--- config.mk ---
export PLATFORM = sky130hd
export DESIGN_NAME = sobel_edge_threshold
export DESIGN_NICKNAME = d
export VERILOG_FILES = /design/src/hw/rtl/sbl_pkg.sv /design/src/hw/rtl/sbl_ram.sv /design/src/hw/rtl/sbl_front.sv /design/src/hw/rtl/sbl_queue.sv /design/src/hw/rtl/sbl_back.sv /design/src/hw/rtl/sobel_edge_threshold.sv
export SDC_FILE = /design/constraint.sdc
export NUM_CORES = 2
export LEC_CHECK = 0
export ABC_AREA = 1
export BUFFER_PORTS_ARGS = -buffer_cell sky130_fd_sc_hd__buf_2
export CAP_MARGIN = 0
export CORE_MARGIN = 2
export CORE_UTILIZATION = 28
export CTS_BUF_LIST = sky130_fd_sc_hd__clkbuf_4
export CTS_CLUSTER_DIAMETER = 120
export DETAILED_ROUTE_END_ITERATION = 7
export MAX_ROUTING_LAYER = met4
export PLACE_DENSITY = 0.46
export SETUP_SLACK_MARGIN = 0.05
export SLEW_MARGIN = 10
export SYNTH_ARGS = -nofsm -noshare
export SYNTH_HDL_FRONTEND = slang
export SYNTH_HIERARCHICAL = 1
export SYNTH_SLANG_ARGS = --single-unit
--- constraint.sdc ---
create_clock -name clk -period 6.2 [get_ports clk]
set_input_delay 1.24 -clock clk [delete_from_list [all_inputs] [get_ports clk]]
set_output_delay 1.24 -clock clk [all_outputs]
set_load 0.005 [all_outputs]
--- src/hw/rtl/sbl_pkg.sv ---
`timescale 1ns / 1ps
`default_nettype none

package sbl_pkg;

    // Pixel and arithmetic widths
    localparam int PIX_W = 8;
    localparam int SUM_W = 10;              // 1-2-1 weighted column/row sum
    localparam int MAG_W = 10;              // absolute gradient
    localparam int SQ_W  = 20;              // squared gradient
    localparam int THR_W = 21;              // threshold and magnitude sum

    // Decoupling queue between front and back
    localparam int QUEUE_DEPTH = 4;
    localparam int QCNT_W      = 3;

    // Configuration port
    localparam int APB_ADDR_W = 3;
    localparam int APB_DATA_W = 32;
    localparam logic [0:0] REG_EDGE_THRESHOLD = 1'b0;

    // Gradient summary handed from front to back
    typedef struct packed {
        logic             interior;
        logic [MAG_W-1:0] gx_abs;
        logic [MAG_W-1:0] gy_abs;
    } grad_t;

endpackage

`default_nettype wire

--- src/hw/rtl/sbl_ram.sv ---
`timescale 1ns / 1ps
`default_nettype none

module sbl_ram #(
    parameter int WIDTH = 16,
    parameter int DEPTH = 80
) (
    input  wire logic                     clk,
    input  wire logic                     we,
    input  wire logic [$clog2(DEPTH)-1:0] waddr,
    input  wire logic [WIDTH-1:0]         wdata,
    input  wire logic [$clog2(DEPTH)-1:0] raddr,
    output logic      [WIDTH-1:0]         rdata
);

    logic [WIDTH-1:0] mem_reg [DEPTH];
    logic [WIDTH-1:0] rdata_reg;

    // Write port
    always_ff @(posedge clk)
    begin
        if (we)
        begin
            mem_reg[waddr] <= wdata;
        end
    end

    // Registered read, old data on a same-address write
    always_ff @(posedge clk)
    begin
        rdata_reg <= mem_reg[raddr];
    end

    assign rdata = rdata_reg;

endmodule

`default_nettype wire

--- src/hw/rtl/sbl_front.sv ---
`timescale 1ns / 1ps
`default_nettype none

module sbl_front #(
    parameter int IMAGE_WIDTH  = 80,
    parameter int IMAGE_HEIGHT = 60
) (
    input  wire logic                            clk,
    input  wire logic                            rst_n,
    input  wire logic                            pixel_valid,
    output logic                                 pixel_stall,
    input  wire logic [sbl_pkg::PIX_W-1:0]       pixel,
    input  wire logic                            frame_start,
    input  wire logic [sbl_pkg::QCNT_W-1:0]      queue_count,
    output logic                                 push,
    output sbl_pkg::grad_t                       push_grad,
    output logic [$clog2(IMAGE_HEIGHT)-1:0]      push_row,
    output logic [$clog2(IMAGE_WIDTH)-1:0]       push_col
);

    localparam int ROW_W = $clog2(IMAGE_HEIGHT);
    localparam int COL_W = $clog2(IMAGE_WIDTH);
    localparam int PW    = sbl_pkg::PIX_W;
    localparam int SW    = sbl_pkg::SUM_W;

    // Position counters
    logic [ROW_W-1:0] row_reg;
    logic [COL_W-1:0] col_reg;
    logic [ROW_W-1:0] r_cur;
    logic [COL_W-1:0] c_cur;
    logic             accept;

    // Stage 1: pixel whose line-store read is in flight
    logic             s1_valid_reg;
    logic [PW-1:0]    s1_px_reg;
    logic [COL_W-1:0] s1_col_reg;
    logic             s1_emit_reg;
    logic             s1_interior_reg;
    logic [ROW_W-1:0] s1_crow_reg;
    logic [COL_W-1:0] s1_ccol_reg;
    logic             s1_byp_reg;
    logic [2*PW-1:0]  s1_byp_data_reg;

    // Window: [0..2] column c-1 (top, mid, bottom), [3..5] column c-2
    logic [PW-1:0]    win_reg [6];

    logic [2*PW-1:0]  ram_rdata;
    logic [2*PW-1:0]  line_data;
    logic [PW-1:0]    top;
    logic [PW-1:0]    mid;
    logic [SW-1:0]    left_sum;
    logic [SW-1:0]    right_sum;
    logic [SW-1:0]    upper_sum;
    logic [SW-1:0]    lower_sum;

    // Hold input while the queue could not absorb the items in flight
    assign pixel_stall = ({1'b0, queue_count} + {{sbl_pkg::QCNT_W{1'b0}}, s1_valid_reg})
                         >= (sbl_pkg::QCNT_W+1)'(sbl_pkg::QUEUE_DEPTH);
    assign accept      = pixel_valid && !pixel_stall;

    // Restart position on frame start
    assign r_cur = frame_start ? '0 : row_reg;
    assign c_cur = frame_start ? '0 : col_reg;

    // Advance raster position
    always_ff @(posedge clk or negedge rst_n)
    begin
        if (!rst_n)
        begin
            row_reg <= '0;
            col_reg <= '0;
        end
        else if (accept)
        begin
            if (c_cur == COL_W'(IMAGE_WIDTH - 1))
            begin
                col_reg <= '0;
                row_reg <= (r_cur == ROW_W'(IMAGE_HEIGHT - 1)) ? '0 : r_cur + 1'b1;
            end
            else
            begin
                col_reg <= c_cur + 1'b1;
                row_reg <= r_cur;
            end
        end
    end

    // Line stores: low byte row r-2, high byte row r-1
    sbl_ram #(
        .WIDTH (2 * PW),
        .DEPTH (IMAGE_WIDTH)
    ) u_line_ram (
        .clk   (clk),
        .we    (s1_valid_reg),
        .waddr (s1_col_reg),
        .wdata ({s1_px_reg, mid}),
        .raddr (c_cur),
        .rdata (ram_rdata)
    );

    // Forward the write of the previous pixel when it hits the same column
    assign line_data = s1_byp_reg ? s1_byp_data_reg : ram_rdata;
    assign top       = line_data[PW-1:0];
    assign mid       = line_data[2*PW-1:PW];

    // Classify and capture the accepted pixel
    always_ff @(posedge clk or negedge rst_n)
    begin
        if (!rst_n)
        begin
            s1_valid_reg <= 1'b0;
        end
        else
        begin
            s1_valid_reg <= accept;
        end
    end

    always_ff @(posedge clk)
    begin
        s1_px_reg       <= pixel;
        s1_col_reg      <= c_cur;
        s1_emit_reg     <= (r_cur != '0) && (c_cur != '0);
        s1_interior_reg <= (r_cur >= ROW_W'(2)) && (c_cur >= COL_W'(2));
        s1_crow_reg     <= r_cur - 1'b1;
        s1_ccol_reg     <= c_cur - 1'b1;
        s1_byp_reg      <= s1_valid_reg && (c_cur == s1_col_reg);
        s1_byp_data_reg <= {s1_px_reg, mid};
    end

    // Shift the window by one column
    always_ff @(posedge clk or negedge rst_n)
    begin
        if (!rst_n)
        begin
            for (int i = 0; i < 6; i++)
            begin
                win_reg[i] <= '0;
            end
        end
        else if (s1_valid_reg)
        begin
            win_reg[3] <= win_reg[0];
            win_reg[4] <= win_reg[1];
            win_reg[5] <= win_reg[2];
            win_reg[0] <= top;
            win_reg[1] <= mid;
            win_reg[2] <= s1_px_reg;
        end
    end

    // Weighted 1-2-1 sums of the window edges
    assign right_sum = SW'(top) + {1'b0, mid, 1'b0} + SW'(s1_px_reg);
    assign left_sum  = SW'(win_reg[3]) + {1'b0, win_reg[4], 1'b0} + SW'(win_reg[5]);
    assign upper_sum = SW'(win_reg[3]) + {1'b0, win_reg[0], 1'b0} + SW'(top);
    assign lower_sum = SW'(win_reg[5]) + {1'b0, win_reg[2], 1'b0} + SW'(s1_px_reg);

    // Absolute gradients go to the queue
    always_comb
    begin
        push_grad.interior = s1_interior_reg;
        push_grad.gx_abs   = (right_sum >= left_sum) ? right_sum - left_sum
                                                     : left_sum - right_sum;
        push_grad.gy_abs   = (upper_sum >= lower_sum) ? upper_sum - lower_sum
                                                      : lower_sum - upper_sum;
    end

    assign push     = s1_valid_reg && s1_emit_reg;
    assign push_row = s1_crow_reg;
    assign push_col = s1_ccol_reg;

endmodule

`default_nettype wire

--- src/hw/rtl/sbl_queue.sv ---
`timescale 1ns / 1ps
`default_nettype none

module sbl_queue #(
    parameter int WIDTH = 32,
    parameter int DEPTH = 4
) (
    input  wire logic                       clk,
    input  wire logic                       rst_n,
    input  wire logic                       push,
    input  wire logic [WIDTH-1:0]           push_data,
    input  wire logic                       pop,
    output logic      [WIDTH-1:0]           pop_data,
    output logic      [$clog2(DEPTH+1)-1:0] count
);

    localparam int PTR_W = $clog2(DEPTH);
    localparam int CNT_W = $clog2(DEPTH + 1);

    logic [WIDTH-1:0] entry_reg [DEPTH];
    logic [PTR_W-1:0] wr_ptr_reg;
    logic [PTR_W-1:0] rd_ptr_reg;
    logic [CNT_W-1:0] count_reg;

    // Store pushed entry
    always_ff @(posedge clk)
    begin
        if (push)
        begin
            entry_reg[wr_ptr_reg] <= push_data;
        end
    end

    // Advance pointers and fill level
    always_ff @(posedge clk or negedge rst_n)
    begin
        if (!rst_n)
        begin
            wr_ptr_reg <= '0;
            rd_ptr_reg <= '0;
            count_reg  <= '0;
        end
        else
        begin
            if (push)
            begin
                wr_ptr_reg <= (wr_ptr_reg == PTR_W'(DEPTH - 1)) ? '0 : wr_ptr_reg + 1'b1;
            end
            if (pop)
            begin
                rd_ptr_reg <= (rd_ptr_reg == PTR_W'(DEPTH - 1)) ? '0 : rd_ptr_reg + 1'b1;
            end
            case ({push, pop})
                2'b10:   count_reg <= count_reg + 1'b1;
                2'b01:   count_reg <= count_reg - 1'b1;
                default: count_reg <= count_reg;
            endcase
        end
    end

    assign pop_data = entry_reg[rd_ptr_reg];
    assign count    = count_reg;

endmodule

`default_nettype wire

--- src/hw/rtl/sbl_back.sv ---
`timescale 1ns / 1ps
`default_nettype none

module sbl_back #(
    parameter int ROW_W = 6,
    parameter int COL_W = 7
) (
    input  wire logic                        clk,
    input  wire logic                        rst_n,
    input  wire logic [sbl_pkg::THR_W-1:0]   edge_threshold,
    input  wire logic                        pop_avail,
    output logic                             pop,
    input  wire sbl_pkg::grad_t              pop_grad,
    input  wire logic [ROW_W-1:0]            pop_row,
    input  wire logic [COL_W-1:0]            pop_col,
    output logic                             result_valid,
    input  wire logic                        result_stall,
    output logic                             edge_res,
    output logic [ROW_W-1:0]                 out_row,
    output logic [COL_W-1:0]                 out_col
);

    localparam int QW = sbl_pkg::SQ_W;
    localparam int TW = sbl_pkg::THR_W;

    // Square stage
    logic             b1_valid_reg;
    logic [QW-1:0]    b1_sqx_reg;
    logic [QW-1:0]    b1_sqy_reg;
    logic             b1_interior_reg;
    logic [ROW_W-1:0] b1_row_reg;
    logic [COL_W-1:0] b1_col_reg;

    // Output register
    logic             out_valid_reg;
    logic             edge_reg;
    logic [ROW_W-1:0] row_reg;
    logic [COL_W-1:0] col_reg;

    logic             out_adv;
    logic             b1_adv;
    logic [TW-1:0]    mag;

    assign out_adv = !out_valid_reg || !result_stall;
    assign b1_adv  = !b1_valid_reg || out_adv;
    assign pop     = pop_avail && b1_adv;

    // Square both gradients
    always_ff @(posedge clk or negedge rst_n)
    begin
        if (!rst_n)
        begin
            b1_valid_reg <= 1'b0;
        end
        else if (b1_adv)
        begin
            b1_valid_reg <= pop;
        end
    end

    always_ff @(posedge clk)
    begin
        if (pop)
        begin
            b1_sqx_reg      <= QW'(pop_grad.gx_abs) * QW'(pop_grad.gx_abs);
            b1_sqy_reg      <= QW'(pop_grad.gy_abs) * QW'(pop_grad.gy_abs);
            b1_interior_reg <= pop_grad.interior;
            b1_row_reg      <= pop_row;
            b1_col_reg      <= pop_col;
        end
    end

    // Sum and compare against the threshold
    assign mag = {1'b0, b1_sqx_reg} + {1'b0, b1_sqy_reg};

    always_ff @(posedge clk or negedge rst_n)
    begin
        if (!rst_n)
        begin
            out_valid_reg <= 1'b0;
        end
        else if (out_adv)
        begin
            out_valid_reg <= b1_valid_reg;
        end
    end

    always_ff @(posedge clk)
    begin
        if (out_adv && b1_valid_reg)
        begin
            edge_reg <= b1_interior_reg && (mag > edge_threshold);
            row_reg  <= b1_row_reg;
            col_reg  <= b1_col_reg;
        end
    end

    assign result_valid = out_valid_reg;
    assign edge_res     = edge_reg;
    assign out_row      = row_reg;
    assign out_col      = col_reg;

endmodule

`default_nettype wire

--- src/hw/rtl/sobel_edge_threshold.sv ---
// A result passes the stage-1, queue, square and output registers after its pixel transfer.
// Throughput: one pixel per cycle unless stalled; the line store is a single dual-port RAM
// with one read and one write each cycle, and a 4-entry queue lets the output side stall on its own.
// Pixels in the first row and column produce no result; all others produce exactly one.
// Reset (rst_n, asynchronous, active low) clears the position counters, window, queue,
// pipeline valids and the threshold; line-store contents are undefined until written.
`timescale 1ns / 1ps
`default_nettype none

module sobel_edge_threshold #(
    parameter int IMAGE_WIDTH  = 80,
    parameter int IMAGE_HEIGHT = 60
) (
    input  wire logic                                 clk,
    input  wire logic                                 rst_n,
    // Pixel channel
    input  wire logic                                 pixel_valid,
    output logic                                      pixel_stall,
    input  wire logic [sbl_pkg::PIX_W-1:0]            pixel,
    input  wire logic                                 frame_start,
    // Result channel
    output logic                                      result_valid,
    input  wire logic                                 result_stall,
    output logic                                      edge_res,
    output logic [$clog2(IMAGE_HEIGHT)-1:0]           out_row,
    output logic [$clog2(IMAGE_WIDTH)-1:0]            out_col,
    // Configuration port
    input  wire logic                                 psel,
    input  wire logic                                 penable,
    input  wire logic                                 pwrite,
    input  wire logic [sbl_pkg::APB_ADDR_W-1:0]       paddr,
    input  wire logic [sbl_pkg::APB_DATA_W-1:0]       pwdata,
    output logic      [sbl_pkg::APB_DATA_W-1:0]       prdata,
    output logic                                      pready
);

    localparam int ROW_W = $clog2(IMAGE_HEIGHT);
    localparam int COL_W = $clog2(IMAGE_WIDTH);
    localparam int GW    = $bits(sbl_pkg::grad_t);
    localparam int QDW   = GW + ROW_W + COL_W;

    logic [sbl_pkg::THR_W-1:0]  thr_reg;
    logic                       cfg_write;

    logic                       push;
    sbl_pkg::grad_t             push_grad;
    logic [ROW_W-1:0]           push_row;
    logic [COL_W-1:0]           push_col;
    logic                       pop;
    logic [QDW-1:0]             pop_data;
    logic [sbl_pkg::QCNT_W-1:0] queue_count;
    sbl_pkg::grad_t             pop_grad;

    // Configuration write and readback
    assign pready    = 1'b1;
    assign cfg_write = psel && penable && pwrite && pready;

    always_ff @(posedge clk or negedge rst_n)
    begin
        if (!rst_n)
        begin
            thr_reg <= '0;
        end
        else if (cfg_write && (paddr[2] == sbl_pkg::REG_EDGE_THRESHOLD))
        begin
            thr_reg <= pwdata[sbl_pkg::THR_W-1:0];
        end
    end

    assign prdata = (paddr[2] == sbl_pkg::REG_EDGE_THRESHOLD)
                    ? sbl_pkg::APB_DATA_W'(thr_reg) : '0;

    // Front: position, line stores, window, gradients
    sbl_front #(
        .IMAGE_WIDTH  (IMAGE_WIDTH),
        .IMAGE_HEIGHT (IMAGE_HEIGHT)
    ) u_front (
        .clk         (clk),
        .rst_n       (rst_n),
        .pixel_valid (pixel_valid),
        .pixel_stall (pixel_stall),
        .pixel       (pixel),
        .frame_start (frame_start),
        .queue_count (queue_count),
        .push        (push),
        .push_grad   (push_grad),
        .push_row    (push_row),
        .push_col    (push_col)
    );

    // Decoupling queue
    sbl_queue #(
        .WIDTH (QDW),
        .DEPTH (sbl_pkg::QUEUE_DEPTH)
    ) u_queue (
        .clk       (clk),
        .rst_n     (rst_n),
        .push      (push),
        .push_data ({push_grad, push_row, push_col}),
        .pop       (pop),
        .pop_data  (pop_data),
        .count     (queue_count)
    );

    assign pop_grad = pop_data[QDW-1:ROW_W+COL_W];

    // Back: magnitude, threshold, output register
    sbl_back #(
        .ROW_W (ROW_W),
        .COL_W (COL_W)
    ) u_back (
        .clk            (clk),
        .rst_n          (rst_n),
        .edge_threshold (thr_reg),
        .pop_avail      (queue_count != '0),
        .pop            (pop),
        .pop_grad       (pop_grad),
        .pop_row        (pop_data[ROW_W+COL_W-1:COL_W]),
        .pop_col        (pop_data[COL_W-1:0]),
        .result_valid   (result_valid),
        .result_stall   (result_stall),
        .edge_res       (edge_res),
        .out_row        (out_row),
        .out_col        (out_col)
    );

    // Queue never overfills
    a_queue_bound: assert property (@(posedge clk) disable iff (!rst_n)
        queue_count <= sbl_pkg::QCNT_W'(sbl_pkg::QUEUE_DEPTH))
        else $error("decoupling queue overflow");

    // Input is held whenever the queue is full
    a_stall_full: assert property (@(posedge clk) disable iff (!rst_n)
        (queue_count == sbl_pkg::QCNT_W'(sbl_pkg::QUEUE_DEPTH)) |-> pixel_stall)
        else $error("pixel accepted with full queue");

    // Last row and column are never reported as centers
    a_center_range: assert property (@(posedge clk) disable iff (!rst_n)
        result_valid |-> ((out_row < ROW_W'(IMAGE_HEIGHT - 1))
                          && (out_col < COL_W'(IMAGE_WIDTH - 1))))
        else $error("result center outside emitted range");

    // Border centers never carry an edge
    a_border_zero: assert property (@(posedge clk) disable iff (!rst_n)
        (result_valid && edge_res) |-> ((out_row != '0) && (out_col != '0)))
        else $error("edge reported on frame border");

endmodule

`default_nettype wire

## After elaboration in Yosys (flattened, before gate mapping)

Memory sizes are Yosys's and may differ from the RTL's. A register that Yosys moved wholly into a read port is not among the register bits.
Cells that the tools add are included.

| storage, ports and cells | value |
|---|---|
| input bits | 51 |
| output and inout port bits | 49 |
| bits in writable memories | 1,416 |
| word-level logic and storage cells | 108 |
| memories | 2 |
| bits in registers | 207 |

Memories:

| name | words | bits a word | rd ports | clocked after memory_dff | wr ports | line | source |
|---|---|---|---|---|---|---|---|
| u_front.u_line_ram.mem_reg | 80 | 16 | 1 | 1 | 1 | sbl_ram.sv:16 | `logic [WIDTH-1:0] mem_reg [DEPTH];` |
| u_queue.entry_reg | 4 | 34 | 1 | 0 | 1 | sbl_queue.sv:20 | `logic [WIDTH-1:0] entry_reg [DEPTH];` |

| operators by class | value |
|---|---|
| add/subtract/negate cells | 22 |
| mux-type cells | 16 |
| bitwise gates (word level) | 1 |
| multipliers | 2 |
| magnitude comparators | 6 |
| reductions and logical operators | 21 |
| eq/ne operators | 7 |

Operator list:

| cell | number |
|---|---|
| adder 10 x 8 -> 10 bit | 4 |
| adder 8 x 9 -> 10 bit | 4 |
| multiplier 10 x 10 -> 20 bit | 2 |
| subtractor 10 bit | 4 |
| adder 20 x 20 -> 21 bit | 1 |
| > comparator 21 bit | 1 |
| two-way mux 21 bit | 1 |
| greater-or-equal comparator 10 bit | 2 |
| two-way mux 10 bit | 2 |
| two-way mux 6 bit | 3 |
| two-way mux 16 bit | 1 |
| two-way mux 7 bit | 2 |
| logical AND 1 bit | 11 |
| adder 7 x 1 -> 7 bit (second input constant) | 1 |
| == test 7 bit | 1 |
| == test 7 bit (second input constant) | 1 |
| greater-or-equal comparator 7 x 2 -> 1 bit (second input constant) | 1 |
| nonzero test 7 bit | 1 |
| subtractor 7 x 1 -> 7 bit (second input constant) | 1 |
| adder 6 x 1 -> 6 bit (second input constant) | 1 |
| == test 2 bit (second input constant) | 3 |
| == test 6 bit (second input constant) | 1 |
| greater-or-equal comparator 6 x 2 -> 1 bit (second input constant) | 1 |
| case mux 3 bit (2 select lines) | 1 |
| other kinds (15) | 24 |

## Logic depth before layout (Yosys ltp)

| logic depth | value |
|---|---|
| depth after elaboration | 6 |
| mapped depth | 27 |
| gate-level depth less buffers | 24 |

## Modules after synthesis

The synthesis kept the hierarchy.

Modules (own cells, without submodules):

| module | cells each | area an instance (um^2) | instances | seq. area each (um^2) |
|---|---|---|---|---|
| sbl_ram | 4,240 | 51,877.3 | 1 | 38,757.2 |
| sbl_back | 1,207 | 9,507.9 | 1 | 2,031.9 |
| sbl_front | 1,106 | 8,375.5 | 1 | 2,492.4 |
| sbl_queue | 515 | 5,895.7 | 1 | 4,259.1 |
| sobel_edge_threshold | 156 | 1,126.1 | 1 | 525.5 |

## Least setup slack after synthesis

Ideal clock, no wire load.

| timing path | value |
|---|---|
| path kind | reg2reg |
| start | reg u_queue.rd_ptr_reg[1] |
| end | reg u_back.b1_sqy_reg[19], data pin |
| period minus slack after synthesis | 5.348 ns |
| path buffers | 3 |
| library setup time | 0.252 ns |
| slack | 0.852 ns |
| arrival | 5.096 ns |
| stages on the path, launching flop included | 25 |
| required time | 5.948 ns |
| cells stage by stage | dfrtp_1 > inv_2 > buf_4 > buf_2 > o211ai_1 > nand2_1 > clkbuf_1 > nand2_1 > fa_1 > fa_1 > inv_1 > fa_1 > fa_1 > inv_1 > fa_1 > inv_1 > ha_1 > nand2_1 > inv_1 > a21oi_1 > nand3_2 > nand2_1 > nand2_1 > nand2_1 > nand2_1 |

| between the ends | value |
|---|---|
| longest elaborated chain between the ends | 2 |

Ends and longest elaborated chain:

| what | line | source |
|---|---|---|
| start, declared | sbl_queue.sv:22 | `logic [PTR_W-1:0] rd_ptr_reg;` |
| start signal, assigned | sbl_queue.sv:51 | `rd_ptr_reg <= (rd_ptr_reg == PTR_W'(DEPTH - 1)) ? '0 : rd_ptr_reg + 1'b1;` |
| memory read (4 x 34 bit) | -- |  |
| via pop_data[14] | sobel_edge_threshold.sv:50 | `logic [QDW-1:0] pop_data;` |
| multiplier 10 x 10 -> 20 bit | sbl_back.sv:66 | `b1_sqy_reg <= QW'(pop_grad.gy_abs) * QW'(pop_grad.gy_abs);` |
| end signal, assigned | sbl_back.sv:66 |  |
| end, declared | sbl_back.sv:29 | `logic [QW-1:0] b1_sqy_reg;` |

The timed path passes the listed nets, and every way through them passes these cells.
A chain may end at the register's enable or synchronous reset.

## Final worst setup path

| timing path | value |
|---|---|
| start | reg u_queue.rd_ptr_reg[1] |
| end | reg u_back.b1_sqx_reg[18], data pin |

| between the ends | value |
|---|---|
| longest elaborated chain between the ends | 2 |

Ends and longest elaborated chain:

| what | line | source |
|---|---|---|
| memory read (4 x 34 bit) | -- |  |
| via pop_data[25] | sobel_edge_threshold.sv:50 |  |
| multiplier 10 x 10 -> 20 bit | sbl_back.sv:65 | `b1_sqx_reg <= QW'(pop_grad.gx_abs) * QW'(pop_grad.gx_abs);` |
| end signal, assigned | sbl_back.sv:65 |  |
| end, declared | sbl_back.sv:28 | `logic [QW-1:0] b1_sqx_reg;` |

The timed path passes the listed nets, and every way through them passes these cells.

==> results.py <==
metrics = {
    "floorplanning": {
        "fp-row-count": 192,
        "die_area_sq_um": 278400,
        "io_pins": 100,
        "start_util_pct": 28.11,
        "core_sq_um": 273100,
        "die_h_um": 527.7,
        "chipWidth_um": 527.7,
    },
    "setup_path": {
        "cpPeakStageDelay_ns": 0.55,
        "r2r-start": "u_queue/rd_ptr_reg[1]$_DFFE_PN0P_",
        "crit_end": "u_back/b1_sqx_reg[18]$_DFFE_PP_",
        "critPathArrivalTime_ns": 6.47,
        "reg2reg_depth": 21,
        "crit_chain": "inv_2 > buf_4 > o211ai_1 > nand2_1 > nand2_1 > fa_1 > fa_1 > inv_1 > fa_1 > fa_1 > inv_1 > fa_1 > inv_1 > ha_1 > a21o_1 > a21oi_1 > nand2_1 > nand2_1 > nand2_1 > nand2_1 > nand2_1",
        "cp-startpoint": "u_queue/rd_ptr_reg[1]$_DFFE_PN0P_",
        "worst_path_max_delay_cell": "fa_1",
        "rrSetupSlack_ns": 0.64,
        "endpoint_kind": "flop",
        "timing.rr.end": "u_back/b1_sqx_reg[18]$_DFFE_PP_",
        "crit_required_ns": 7.11,
        "critPathMaxFanout": 14,
        "criticalPathCategory": "flop to flop",
        "critical_path.startpoint_type": "flop",
        "cp_common_cell": "nand2_1",
    },
    "flow_run": {
        "drv_cap": 0,
    },
    "timing": {
        "drv_slew": 0,
        "max_freq_mhz": 179.8,
        "post-route-min-period_ns": 5.563,
        "max_slew_margin_pct": 24.17,
        "rsz0062_at_grt": "no",
        "worst_pin_slew_ns": 1.136,
        "finClkSkew_ns": 0.1830,
        "setup_viol": 0,
        "hold_viol_final": 0,
        "timing.final.crit_share_pct": 89.73,
        "finalSetupTns_ns": 0,
    },
    "cts": {
        "clk_pin_slew_ns": 0.07,
        "cts_buffer_depth": 4,
        "cts_resized": 0,
        "cts_root_buffer": "clkbuf_4",
        "numCtsBuffers": 434,
        "htree_levels": 5,
        "clock_sinks": 1637,
        "insertion_delay_ns": 1.29,
        "cts_tree": "built",
    },
    "global_route": {
        "grt_max_degree": 188,
        "antenna_found_initial": 16,
        "grt_usage_pct": 15.94,
        "grt_pass1_vias": 51958,
        "grt.overflow.total": 0,
        "grt_pass1_wl_um": 328700,
    },
    "synthesis": {
        "synth_area_per_cell_sq_um": 10.63,
        "synthDistinctLibCells": 51,
        "yosysWarnings": 6,
        "synthCells": 7224,
        "seq_area_frac_synth_pct": 62.60,
        "ys_ff_latch": 1637,
        "synth_area_sq_um": 76780,
    },
    "placed_design": {
        "dp_hpwl_um": 130900,
        "portBuffers": 74,
        "globalplace.congestion": 0.8275,
    },
    "finish": {
        "nFillCells": 27922,
        "area_growth_pct": 13.46,
        "register_area_sq_um": 48100,
        "multi_input_area_sq_um": 24650,
        "fin_nets": 7976,
        "largest_register_ffs": 1280,
        "layout-drive-gt1-share_pct": 13.47,
    },
    "drt": {
        "drc": 0,
        "drtIter0Drc": 3916,
        "dr_total_vias": 52693,
        "wire_per_inst_um": 19.04,
        "wl_um": 218900,
        "drtPass1Iterations": 6,
        "ant_nets": 0,
        "vias_per_cell": 4.583,
    },
    "outcome": {
        "status": "finished clean",
    },
    "worst_hold_path": {
        "hp-class": "primary input to flop",
    },
}
[cell usage after synthesis, drive strengths merged]
cell    number  area, sq um
inv        589         2213
nand3     1085         5460
nor3        22        120.1
o21a         3        22.52
o21bai       4        30.03
fa         131         2623
dfrtp       92         2302
o22ai       40        250.2
a32oi        1        8.760
conb         2        7.510
edfxtp    1482        44500
nand2b       2        12.51
or2          4        25.02
a21o         4        30.03
nand4       19        133.9
xor2        70        613.1
nand2     2162         8185
buf        269         1583
dfxtp       63         1261
ha         223         2790
nand3b       5        37.54
a31oi        2        12.51
and2         5        31.28
xnor2       17        148.9
a211oi       1        7.510
a21oi       98        498.0
a31o         2        17.52
a21boi       1        7.510
nor2       414         1613
clkbuf      98        370.4
o221ai      26        227.7
o211ai      37        277.8
o21ai      237         1201
mux2        14        157.7
[timing repair]
action / in CTS / in global routing
setup buffers: 0 / 0
hold buffers: 8 / 0
endpoints found under the hold margin: 33 / 0
[critical path, delay by kind of cell, from the launching register on]
| family | cells | cell delay [ns] |
|---|---|---|
| AOI/OAI and AO/OA | 3 | 0.41 |
| buffers and inverters | 5 | 0.63 |
| DFF | 1 | 0.39 |
| adders and majority gates | 6 | 2.98 |
| and+or+nand+nor | 7 | 0.93 |
[placed cells by master (no fill, tap or decap), types with 15 or more instances in the layout]
cell / instances
a21oi_1: 96
buf_12: 24
buf_2: 73
buf_4: 163
clkbuf_4: 659
clkinv_1: 75
clkinv_2: 15
dfrtp_1: 90
dfxtp_1: 55
edfxtp_1: 1482
fa_1: 131
ha_1: 223
inv_1: 571
inv_2: 18
nand2_1: 2138
nand2_2: 22
nand3_1: 1079
nand4_1: 18
nor2_1: 387
nor2_2: 23
nor3_1: 20
o211ai_1: 37
o21ai_0: 201
o21ai_1: 32
o221ai_1: 26
o22ai_1: 40
xnor2_1: 17
xor2_1: 70
[cell families after synthesis]
family | Yosys count | synth area share [%]
flip-flops | 1637 | 62.60
AND/OR/NAND/NOR | 3718 | 20.34
other | 2 | 0.009781
multiplexers | 14 | 0.2053
adder cells (fa/ha/maj) | 354 | 7.049
AO/OA/AOI/OAI | 456 | 3.375
XOR/XNOR | 87 | 0.9924
buffers and inverters | 956 | 5.426
[routing by layer]
| layer | vias up | track usage (%) | share of wire (%) |
|---|---|---|---|
| li1 | 25455 | - | - |
| met5 | - | - | 0 |
| met1 | 25634 | 20.35 | 45 |
| met3 | 360 | 2.452 | 4.8 |
| met2 | 1244 | 26.07 | 48 |
| met4 | 0 | 4.728 | 2.4 |
[metrics by stage]
stage          std cells  hold slack (ns)  setup WS (ns)  cell area, sq um  util, %
2_1_floorplan       7234           0.4003         0.8516             76820        -
4_1_cts            11489          0.08075         0.5762             87090    31.88
5_1_grt            11494           0.1074         0.2387             87100    31.89
6_report           11498           0.2640         0.6368             87110    31.89
3_3_place_gp       10716           0.4072         0.5558             81570    29.87
3_5_place_dp       10716           0.4045         0.5474             81570    29.87
[cell type report]
type | instances | share of cell area (%)
well taps | 3589 | 5.155
repair buffers | 268 | 2.468
clock buffers | 659 | 5.679
inverters | 589 | 2.597
flip-flops and latches | 1637 | 55.22
diodes | 9 | 0.02585
clock inverters | 106 | 0.5616
multi-input cells | 4641 | 28.30
[worst min path at each step]
stage,depth (start not counted),startpoint,to
global route,1,pixel[0],u_front/s1_px_reg[0]$_DFF_P_
CTS,1,pixel[0],u_front/s1_px_reg[0]$_DFF_P_
global placement,0,u_back/b1_col_reg[1]$_DFFE_PP_,u_back/out_col[1]$_DFFE_PP_
floorplan,0,u_back/b1_col_reg[0]$_DFFE_PP_,u_back/out_col[0]$_DFFE_PP_
detailed placement,0,u_back/b1_col_reg[2]$_DFFE_PP_,u_back/out_col[2]$_DFFE_PP_
finish,1,pixel[0],u_front/s1_px_reg[0]$_DFF_P_
Power is not shown: default switching activity piles up to over one toggle a cycle in this logic, so the estimate is an artifact.
